**src/design/gsc_pkg.sv**
```systemverilog
// shared types and constants for the gray sensor calibration normalizer
// no dependencies
package gsc_pkg;
  localparam int Channels = 4;
  localparam int WindowDepth = 16;
  localparam int PtrW = $clog2(WindowDepth);
  localparam int SampleW = 12;
  localparam int SumW = SampleW + PtrW;
  localparam int NormW = 10;
  // divider numerator up to 4095*1000 < 2^22
  localparam int NumW = 22;
  localparam logic [SampleW-1:0] FullScale = 12'd4095;
  localparam logic [NormW-1:0] NormMid = 10'd500;
  localparam logic [NormW-1:0] NormScale = 10'd1000;
  localparam logic [15:0] DurationReset = 16'd5000;
  localparam logic [1:0] ModeFrame = 2'd0;
  localparam logic [1:0] ModeProc = 2'd1;
  localparam logic [1:0] ModeCal = 2'd2;
  localparam logic [1:0] ModeTick = 2'd3;
  localparam logic [0:0] AddrDuration = 1'b0;

  typedef struct packed {
    logic start;
    logic cal_complete;
    logic [SampleW-1:0] avg;
    logic [SampleW-1:0] hi;
    logic [SampleW-1:0] lo;
  } lane_req_t;
endpackage

```
**src/design/gsc_lane.sv**
```systemverilog
// one channel lane: sequential restoring divider for the norm
// depends on gsc_pkg
module gsc_lane import gsc_pkg::*; (
  input  logic             clk,
  input  logic             rst_n,
  input  lane_req_t        req,
  output logic             busy,
  output logic [NormW-1:0] norm
);
  logic [NumW-1:0] quo_r, quo_nxt;
  logic [SampleW:0] rem_r, rem_nxt;
  logic [SampleW-1:0] den_r;
  logic [4:0] cnt_r;
  logic busy_r, special_r;
  logic [NormW-1:0] fixed_r;
  logic [SampleW:0] trial;

  always_comb begin
    trial = {rem_r[SampleW-1:0], quo_r[NumW-1]};
    if (trial >= {1'b0, den_r}) begin
      rem_nxt = trial - {1'b0, den_r};
      quo_nxt = {quo_r[NumW-2:0], 1'b1};
    end else begin
      rem_nxt = trial;
      quo_nxt = {quo_r[NumW-2:0], 1'b0};
    end
  end

  always_ff @(posedge clk) begin
    if (!rst_n) begin
      busy_r <= 1'b0;
      cnt_r <= '0;
    end else if (req.start) begin
      den_r <= req.hi - req.lo;
      rem_r <= '0;
      quo_r <= NumW'((req.hi - req.avg) * 22'd1000);
      cnt_r <= 5'(NumW);
      if (!req.cal_complete || req.hi <= req.lo) begin
        special_r <= 1'b1; fixed_r <= NormMid; busy_r <= 1'b0;
      end else if (req.avg >= req.hi) begin
        special_r <= 1'b1; fixed_r <= '0; busy_r <= 1'b0;
      end else begin
        special_r <= 1'b0; busy_r <= 1'b1;
      end
    end else if (busy_r) begin
      rem_r <= rem_nxt;
      quo_r <= quo_nxt;
      cnt_r <= cnt_r - 5'd1;
      if (cnt_r == 5'd1) busy_r <= 1'b0;
    end
  end

  assign busy = busy_r;
  assign norm = special_r ? fixed_r :
                (quo_r > NumW'(NormScale)) ? NormScale : quo_r[NormW-1:0];
endmodule

```
**src/design/gray_sensor_calib_normalizer.sv**
```systemverilog
// top level: frame ring, sums, calibration state, four divider lanes; needs gsc_pkg, gsc_lane
// frame, tick and start requests finish when accepted; a process request raises out_valid once
// the 22-step lane dividers are done (at once if all lanes have fixed norms)
// one process request at a time: in_ready stays low until its result is taken with out_ready
// reset: rst_n synchronous, active low, clears ring valid bits, sums, extremes, flags and
// tick count at once (no clearing pass)
module gray_sensor_calib_normalizer import gsc_pkg::*; (
  input  logic clk,
  input  logic rst_n,
  input  logic in_valid,
  output logic in_ready,
  input  logic [1:0] in_mode,
  input  logic [SampleW-1:0] in_sample_ch0,
  input  logic [SampleW-1:0] in_sample_ch1,
  input  logic [SampleW-1:0] in_sample_ch2,
  input  logic [SampleW-1:0] in_sample_ch3,
  output logic out_valid,
  input  logic out_ready,
  output logic [NormW-1:0] out_norm_ch0,
  output logic [NormW-1:0] out_norm_ch1,
  output logic [NormW-1:0] out_norm_ch2,
  output logic [NormW-1:0] out_norm_ch3,
  output logic [3:0] out_line_bits,
  output logic [SampleW-1:0] out_avg_ch0,
  output logic [SampleW-1:0] out_avg_ch1,
  output logic [SampleW-1:0] out_avg_ch2,
  output logic [SampleW-1:0] out_avg_ch3,
  output logic out_calibrated,
  input  logic cfg_psel,
  input  logic cfg_penable,
  input  logic cfg_pwrite,
  input  logic [1:0] cfg_paddr,
  input  logic [31:0] cfg_pwdata,
  output logic [31:0] cfg_prdata,
  output logic cfg_pready
);
  typedef enum logic [1:0] {S_IDLE, S_START, S_DIV, S_OUT} state_t;
  state_t state_r;

  // ring entries: valid bits stand in for the zero reset
  logic [SampleW-1:0] ring_r [WindowDepth][Channels];
  logic [WindowDepth-1:0] ring_vld_r;
  logic [PtrW-1:0] ptr_r;
  logic [SumW-1:0] sum_r [Channels];
  logic [SampleW-1:0] wmin_r [Channels];
  logic [SampleW-1:0] bmax_r [Channels];
  logic calibrating_r, done_r;
  logic [15:0] ticks_r, dur_r;
  logic [SampleW-1:0] avg_r [Channels];
  logic [SampleW-1:0] in_smp [Channels];
  lane_req_t req [Channels];
  logic [Channels-1:0] busy;
  logic [NormW-1:0] norm [Channels];
  logic [NormW-1:0] norm_r [Channels];
  logic cfg_wr;

  assign in_smp[0] = in_sample_ch0;
  assign in_smp[1] = in_sample_ch1;
  assign in_smp[2] = in_sample_ch2;
  assign in_smp[3] = in_sample_ch3;

  assign cfg_pready = 1'b1;
  assign cfg_wr = cfg_psel && cfg_penable && cfg_pwrite;
  assign cfg_prdata = (cfg_paddr[1] == AddrDuration) ? {16'd0, dur_r} : 32'd0;
  assign in_ready = (state_r == S_IDLE);
  assign out_valid = (state_r == S_OUT);

  for (genvar c = 0; c < Channels; c++) begin : g_lane
    assign req[c].start = (state_r == S_START);
    assign req[c].cal_complete = done_r;
    assign req[c].avg = avg_r[c];
    assign req[c].hi = bmax_r[c];
    assign req[c].lo = wmin_r[c];
    gsc_lane u_lane (.clk(clk), .rst_n(rst_n), .req(req[c]),
                     .busy(busy[c]), .norm(norm[c]));
  end

  always_ff @(posedge clk) begin
    if (!rst_n) begin
      state_r <= S_IDLE;
      ring_vld_r <= '0;
      ptr_r <= '0;
      calibrating_r <= 1'b0;
      done_r <= 1'b0;
      ticks_r <= '0;
      dur_r <= DurationReset;
      for (int c = 0; c < Channels; c++) begin
        sum_r[c] <= '0;
        wmin_r[c] <= FullScale;
        bmax_r[c] <= '0;
      end
    end else begin
      if (cfg_wr && cfg_paddr[1] == AddrDuration) dur_r <= cfg_pwdata[15:0];
      unique case (state_r)
        S_IDLE: begin
          if (in_valid) begin
            unique case (in_mode)
              ModeFrame: begin
                for (int c = 0; c < Channels; c++) begin
                  sum_r[c] <= sum_r[c] + SumW'(in_smp[c])
                    - (ring_vld_r[ptr_r] ? SumW'(ring_r[ptr_r][c]) : SumW'(0));
                  ring_r[ptr_r][c] <= in_smp[c];
                end
                ring_vld_r[ptr_r] <= 1'b1;
                ptr_r <= ptr_r + 1'b1;
              end
              ModeProc: begin
                // average, then widen extremes while calibrating
                for (int c = 0; c < Channels; c++) begin
                  avg_r[c] <= sum_r[c][SumW-1:PtrW];
                  if (calibrating_r) begin
                    if (sum_r[c][SumW-1:PtrW] < wmin_r[c]) wmin_r[c] <= sum_r[c][SumW-1:PtrW];
                    if (sum_r[c][SumW-1:PtrW] > bmax_r[c]) bmax_r[c] <= sum_r[c][SumW-1:PtrW];
                  end
                end
                if (calibrating_r && ticks_r >= dur_r) begin
                  calibrating_r <= 1'b0;
                  done_r <= 1'b1;
                end
                state_r <= S_START;
              end
              ModeCal: begin
                calibrating_r <= 1'b1;
                done_r <= 1'b0;
                ticks_r <= '0;
                for (int c = 0; c < Channels; c++) begin
                  wmin_r[c] <= FullScale;
                  bmax_r[c] <= '0;
                end
              end
              ModeTick: if (ticks_r != 16'hFFFF) ticks_r <= ticks_r + 16'd1;
            endcase
          end
        end
        S_START: state_r <= S_DIV;
        S_DIV: if (busy == '0) begin
          for (int c = 0; c < Channels; c++) norm_r[c] <= norm[c];
          state_r <= S_OUT;
        end
        S_OUT: if (out_ready) state_r <= S_IDLE;
      endcase
    end
  end

  // merge stage: lane results into the output request
  assign out_norm_ch0 = norm_r[0];
  assign out_norm_ch1 = norm_r[1];
  assign out_norm_ch2 = norm_r[2];
  assign out_norm_ch3 = norm_r[3];
  assign out_line_bits = {norm_r[3] > NormMid, norm_r[2] > NormMid,
                          norm_r[1] > NormMid, norm_r[0] > NormMid};
  assign out_avg_ch0 = avg_r[0];
  assign out_avg_ch1 = avg_r[1];
  assign out_avg_ch2 = avg_r[2];
  assign out_avg_ch3 = avg_r[3];
  assign out_calibrated = done_r;
endmodule

```
**config.mk**
```make
export PLATFORM = sky130hd
export DESIGN_NAME = gray_sensor_calib_normalizer
export DESIGN_NICKNAME = d
export VERILOG_FILES = /design/src/design/gsc_pkg.sv /design/src/design/gsc_lane.sv /design/src/design/gray_sensor_calib_normalizer.sv
export SDC_FILE = /design/constraint.sdc
export NUM_CORES = 2
export LEC_CHECK = 0
export BUFFER_PORTS_ARGS = -buffer_cell sky130_fd_sc_hd__buf_2
export CORE_AREA = 5 5 544 546
export DETAILED_ROUTE_END_ITERATION = 7
export DIE_AREA = 0 0 549 551
export GPL_TIMING_DRIVEN = 0
export HOLD_SLACK_MARGIN = 0.06
export PLACE_DENSITY = 0.44
export SLEW_MARGIN = 20
export SYNTH_ARGS = -nofsm -noshare
export SYNTH_HDL_FRONTEND = slang
export SYNTH_SLANG_ARGS = --single-unit
```
**constraint.sdc**
```tcl
create_clock -name clk -period 7.8 [get_ports clk]
set_input_delay 0.78 -clock clk [delete_from_list [all_inputs] [get_ports clk]]
set_output_delay 0.78 -clock clk [all_outputs]
set_load 0.02 [all_outputs]
```
==> impl_metrics.env <==
export IMPL_status="complete, no violations"
export IMPL_switching_share=0.358
export IMPL_rr_worst_depth=22
export IMPL_cp_max_fo=8
export IMPL_initial_core_util=0.249
export IMPL_clkLatencyLatePin_ns=0.84
export IMPL_yosys_area_top_type="edfxtp_1"
export IMPL_pwr_share_seq=0.314
export IMPL_grt_pass1_wl_um=301000
export IMPL_maxSlewViolCount=0
export IMPL_syn_to_final_growth_pct=17.1
export IMPL_grtUsageTotal=0.132
export IMPL_ir_drop_mv=0.359
export IMPL_ys_warn_count=0
export IMPL_p_clk_frac=0.272
export IMPL_dr_total_vias=44700
export IMPL_p_int_mw=17.0
export IMPL_synth_area_leaders="edfxtp_1 (48%), ha_1 (8.1%), mux4_2 (7.6%), fa_1 (5.9%), inv_1 (3.9%)"
export IMPL_hold_buffers=0
export IMPL_clk_path_buf_depth=4
export IMPL_io_buffers=183
export IMPL_chipWidth_um=549
export IMPL_cts_root_buf="clkbuf_16"
export IMPL_period_share=0.862
export IMPL_htree_num_levels=4
export IMPL_cp_end_kind="flip-flop"
export IMPL_reg2reg_from="avg_r[2][0]$_DFFE_PP_"
export IMPL_syn_area_um2=72200
export IMPL_synth_edff_count=1160
export IMPL_r2r_end="g_lane[2].u_lane.quo_r[21]$_DFFE_PP_"
export IMPL_max_cap_viol_count=0
export IMPL_fin_ws_ns=1.08
export IMPL_yosysTopAreaCellShare=0.482
export IMPL_rsz0062_at_grt="no"
export IMPL_drtAntennaViolNets=0
export IMPL_critPathTopFamily="adder cells"
export IMPL_synthFlopType="edfxtp_1"
export IMPL_postCtsSetupBuffers=0
export IMPL_cp_common_cell="fa_1"
export IMPL_fp_dieH_um=551
export IMPL_utilization=0.292
export IMPL_arrival_ns=7.24
export IMPL_antenna_found_initial=35
export IMPL_wl_per_cell_um=20.3
export IMPL_grt_overflow_total=0
export IMPL_drive_gt1_frac=0.161
export IMPL_rrSetupSlack_ns=1.08
export IMPL_cts_buffers=161
export IMPL_rows=198
export IMPL_crit_chain="ha_1 -> fa_1 -> nand2b_1 -> a211oi_2 -> o31ai_1 -> nor4b_1 -> a2111oi_4 -> xnor2_1 -> fa_1 -> fa_1 -> inv_1 -> fa_1 -> inv_1 -> ha_1 -> clkbuf_1 -> nand3_1 -> a31oi_1 -> nand2_1 -> a311oi_1 -> o22ai_1 -> xnor2_1 -> mux2_2"
export IMPL_p_leak_nw=31.7
export IMPL_yosys_cell_types_count=98
export IMPL_switching_power_mw=9.46
export IMPL_cpPeakStageDelay_ns=0.61
export IMPL_holdPathStages=3
export IMPL_worst_path_buf_inv=3
export IMPL_synth_avg_cell_area_um2=13.0
export IMPL_slew_headroom=0.171
export IMPL_dr_pass1_iters=5
export IMPL_min_delay_start="cfg_pwdata[9]"
export IMPL_tightest_slew_ns=1.24
export IMPL_place_ws_ns=1.09
export IMPL_hp_class="input pin to flip-flop"
export IMPL_worstSetupPathType="flip-flop to flip-flop"
export IMPL_cts_resized=0
export IMPL_hold_viol_final=0
export IMPL_cts_tree="built"
export IMPL_critPathLaunchType="flip-flop"
export IMPL_grt_max_degree=53
export IMPL_min_to="dur_r[9]$_SDFFE_PN1P_"
export IMPL_route_detailed_drc=0
export IMPL_ys_async_sr_fraction=0
export IMPL_gp_congestion=0.825
export IMPL_cts_sinks=1292
export IMPL_synth_seq_cells=1292
export IMPL_period_minus_slack_ns=6.72
export IMPL_clk_pin_slew_worst_paths_ns=0.06
export IMPL_ys_seq_area_frac=0.519
export IMPL_finalSetupTns_ns=0
export IMPL_comb_power_share=0.414
export IMPL_finalWirelength_um=203000
export IMPL_crit_required_ns=8.32
export IMPL_fmax_ghz=0.149
export IMPL_final_setup_skew_ns=0.0644
export IMPL_synthCells=5567
export IMPL_power_density_nw_per_um2=313
export IMPL_first_iter_violations=2725
export IMPL_num_io_pins=219
export IMPL_setup_viol=0
export IMPL_die_area_um2=302000
export IMPL_grt_pass1_vias=45500
export IMPL_power_mw=26.4
export IMPL_place_hpwl_um=153000
export IMPL_crit_slowest_cell="a2111oi_4"
export IMPL_core_area_um2=290000
export IMPL_fin_nets=6760
export IMPL_viasPerCell=4.46
per-layer routing:
layer / global-route usage / share of wire / up-vias
li1: - / - / 21000
met1: 0.173 / 0.44 / 22500
met2: 0.223 / 0.48 / 780
met3: 0.0228 / 0.044 / 305
met4: 0.0375 / 0.027 / 36
met5: 0 / 0.0011 / -
Yosys cell counts, types with 11 or more instances:
cell	number
or3_1	21
a21o_1	96
a31oi_1	26
buf_4	67
and3_1	44
mux2i_1	38
xor2_1	84
ha_1	469
clkbuf_1	100
o21a_1	67
o21bai_1	20
o21ai_0	161
a21boi_0	33
nand2_1	226
or2_2	25
o22ai_1	11
xnor2_1	182
mux2_2	44
inv_1	754
o31ai_1	23
buf_2	31
nand4_1	48
nor2_1	315
o211ai_1	32
and4_1	12
o31a_1	14
dfxtp_1	132
nand3_1	69
nand4b_1	15
fa_1	212
mux4_2	244
nor4_1	24
nor2b_1	117
nand2b_1	58
maj3_1	12
a211oi_1	46
nor3_1	93
and2_1	30
edfxtp_1	1160
a21oi_1	225
sequential cells by signal, summed over array words and instances, names as in the netlist, 16 cells and up, named ones only:
register             count
norm_r                  40
g_lane.u_lane.cnt_r     20
dur_r                   16
avg_r                   48
g_lane.u_lane.rem_r     48
ring_vld_r              16
g_lane.u_lane.quo_r     88
sum_r                   64
ring_r                 768
ticks_r                 16
g_lane.u_lane.den_r     48
bmax_r                  48
wmin_r                  48
power groups by stage:
stage | logic, mW | registers (mW) | clock network (mW)
4_1_cts | 11.2 | 8.31 | 7.41
2_1_floorplan | 8.46 | 8.36 | 0
3_5_place_dp | 11.1 | 8.46 | 0
6_report | 10.9 | 8.31 | 7.19
5_1_grt | 12.4 | 8.34 | 7.69
3_3_place_gp | 11.0 | 8.47 | 0
cell families (layout without fill, tap and decap cells):
logic type                 Yosys count  after routing  share of synthesized area
xor gates and xnor gates           284            284                     0.0368
DFF                               1292           1292                      0.519
muxes                              326            326                     0.0882
adders and majority gates          693            693                      0.142
AOI/OAI and AO/OA                  885            885                     0.0824
and+or+nand+nor                   1122           1122                     0.0775
buffers and inverters              963           1484                     0.0544
other                                2             28                   0.000104
through the flow:
| stage | hold slack (ns) | instances | area [µm²] |
|---|---|---|---|
| 2_1_floorplan | 0.420 | 5582 | 72300 |
| 3_3_place_gp | 0.428 | 9665 | 78100 |
| 3_5_place_dp | 0.442 | 9725 | 79500 |
| 4_1_cts | 0.106 | 10000 | 84500 |
| 5_1_grt | 0.143 | 10000 | 84500 |
| 6_report | 0.176 | 10000 | 84600 |
how the worst max path moves through the flow:
stage | cells past startpoint | to | startpoint | slack (ns)
finish | 22 | g_lane[2].u_lane.quo_r[21]$_DFFE_PP_ | avg_r[2][0]$_DFFE_PP_ | 1.08
global route | 22 | g_lane[2].u_lane.quo_r[21]$_DFFE_PP_ | avg_r[2][0]$_DFFE_PP_ | 0.58
CTS | 22 | g_lane[2].u_lane.quo_r[21]$_DFFE_PP_ | avg_r[2][0]$_DFFE_PP_ | 1.05
detailed placement | 21 | g_lane[0].u_lane.quo_r[20]$_DFFE_PP_ | avg_r[0][0]$_DFFE_PP_ | 1.09
global placement | 7 | ring_r[8][46]$_DFFE_PP_ | in_valid | -4.66
floorplan | 20 | g_lane[0].u_lane.quo_r[20]$_DFFE_PP_ | avg_r[0][0]$_DFFE_PP_ | 1.92
worst reg2reg max path, stage by stage (launching register included):
cell and delay, ns:
edfxtp_1 0.50, ha_1 0.28, fa_1 0.40, nand2b_1 0.19
a211oi_2 0.26, o31ai_1 0.14, nor4b_1 0.18, a2111oi_4 0.61
xnor2_1 0.24, fa_1 0.54, fa_1 0.52, inv_1 0.05
fa_1 0.49, inv_1 0.04, ha_1 0.27, clkbuf_1 0.29
nand3_1 0.20, a31oi_1 0.26, nand2_1 0.09, a311oi_1 0.34
o22ai_1 0.14, xnor2_1 0.16, mux2_2 0.28
final cells by class:
cell class / count / area, µm²
Multi-Input combinational cell: 3327 / 31000
Clock buffer: 209 / 4360
Inverter: 754 / 2830
Timing Repair Buffer: 243 / 2210
Clock inverter: 69 / 638
Tap cell: 3900 / 4880
Buffer: 209 / 1120
Antenna cell: 11 / 27.5
Fill cell: 29500 / 206000
Sequential cell: 1292 / 37500
cell usage in the layout (no fill, tap or decap), types with 19 or more instances in the layout:
| cell | instances |
|---|---|
| buf_12 | 21 |
| inv_1 | 753 |
| nor2b_1 | 117 |
| nor3_1 | 92 |
| a211oi_1 | 45 |
| fa_1 | 212 |
| dfxtp_1 | 132 |
| clkinv_2 | 21 |
| mux4_2 | 244 |
| nor2_1 | 303 |
| clkbuf_16 | 163 |
| a31oi_1 | 26 |
| nand3_1 | 69 |
| and2_1 | 29 |
| o21bai_1 | 19 |
| xor2_1 | 84 |
| buf_2 | 217 |
| o31ai_1 | 23 |
| buf_4 | 76 |
| or2_2 | 25 |
| nand4_1 | 48 |
| or3_1 | 21 |
| nor4_1 | 24 |
| a21oi_1 | 223 |
| nand2_1 | 226 |
| ha_1 | 469 |
| mux2_2 | 44 |
| a21o_1 | 96 |
| clkbuf_1 | 125 |
| buf_16 | 29 |
| edfxtp_1 | 1160 |
| o211ai_1 | 32 |
| o21ai_0 | 161 |
| mux2i_1 | 38 |
| xnor2_1 | 180 |
| nand2b_1 | 57 |
| o21a_1 | 63 |
| clkinv_1 | 20 |
| a21boi_0 | 33 |
| and3_1 | 40 |
(Power assumes the default switching activity.)
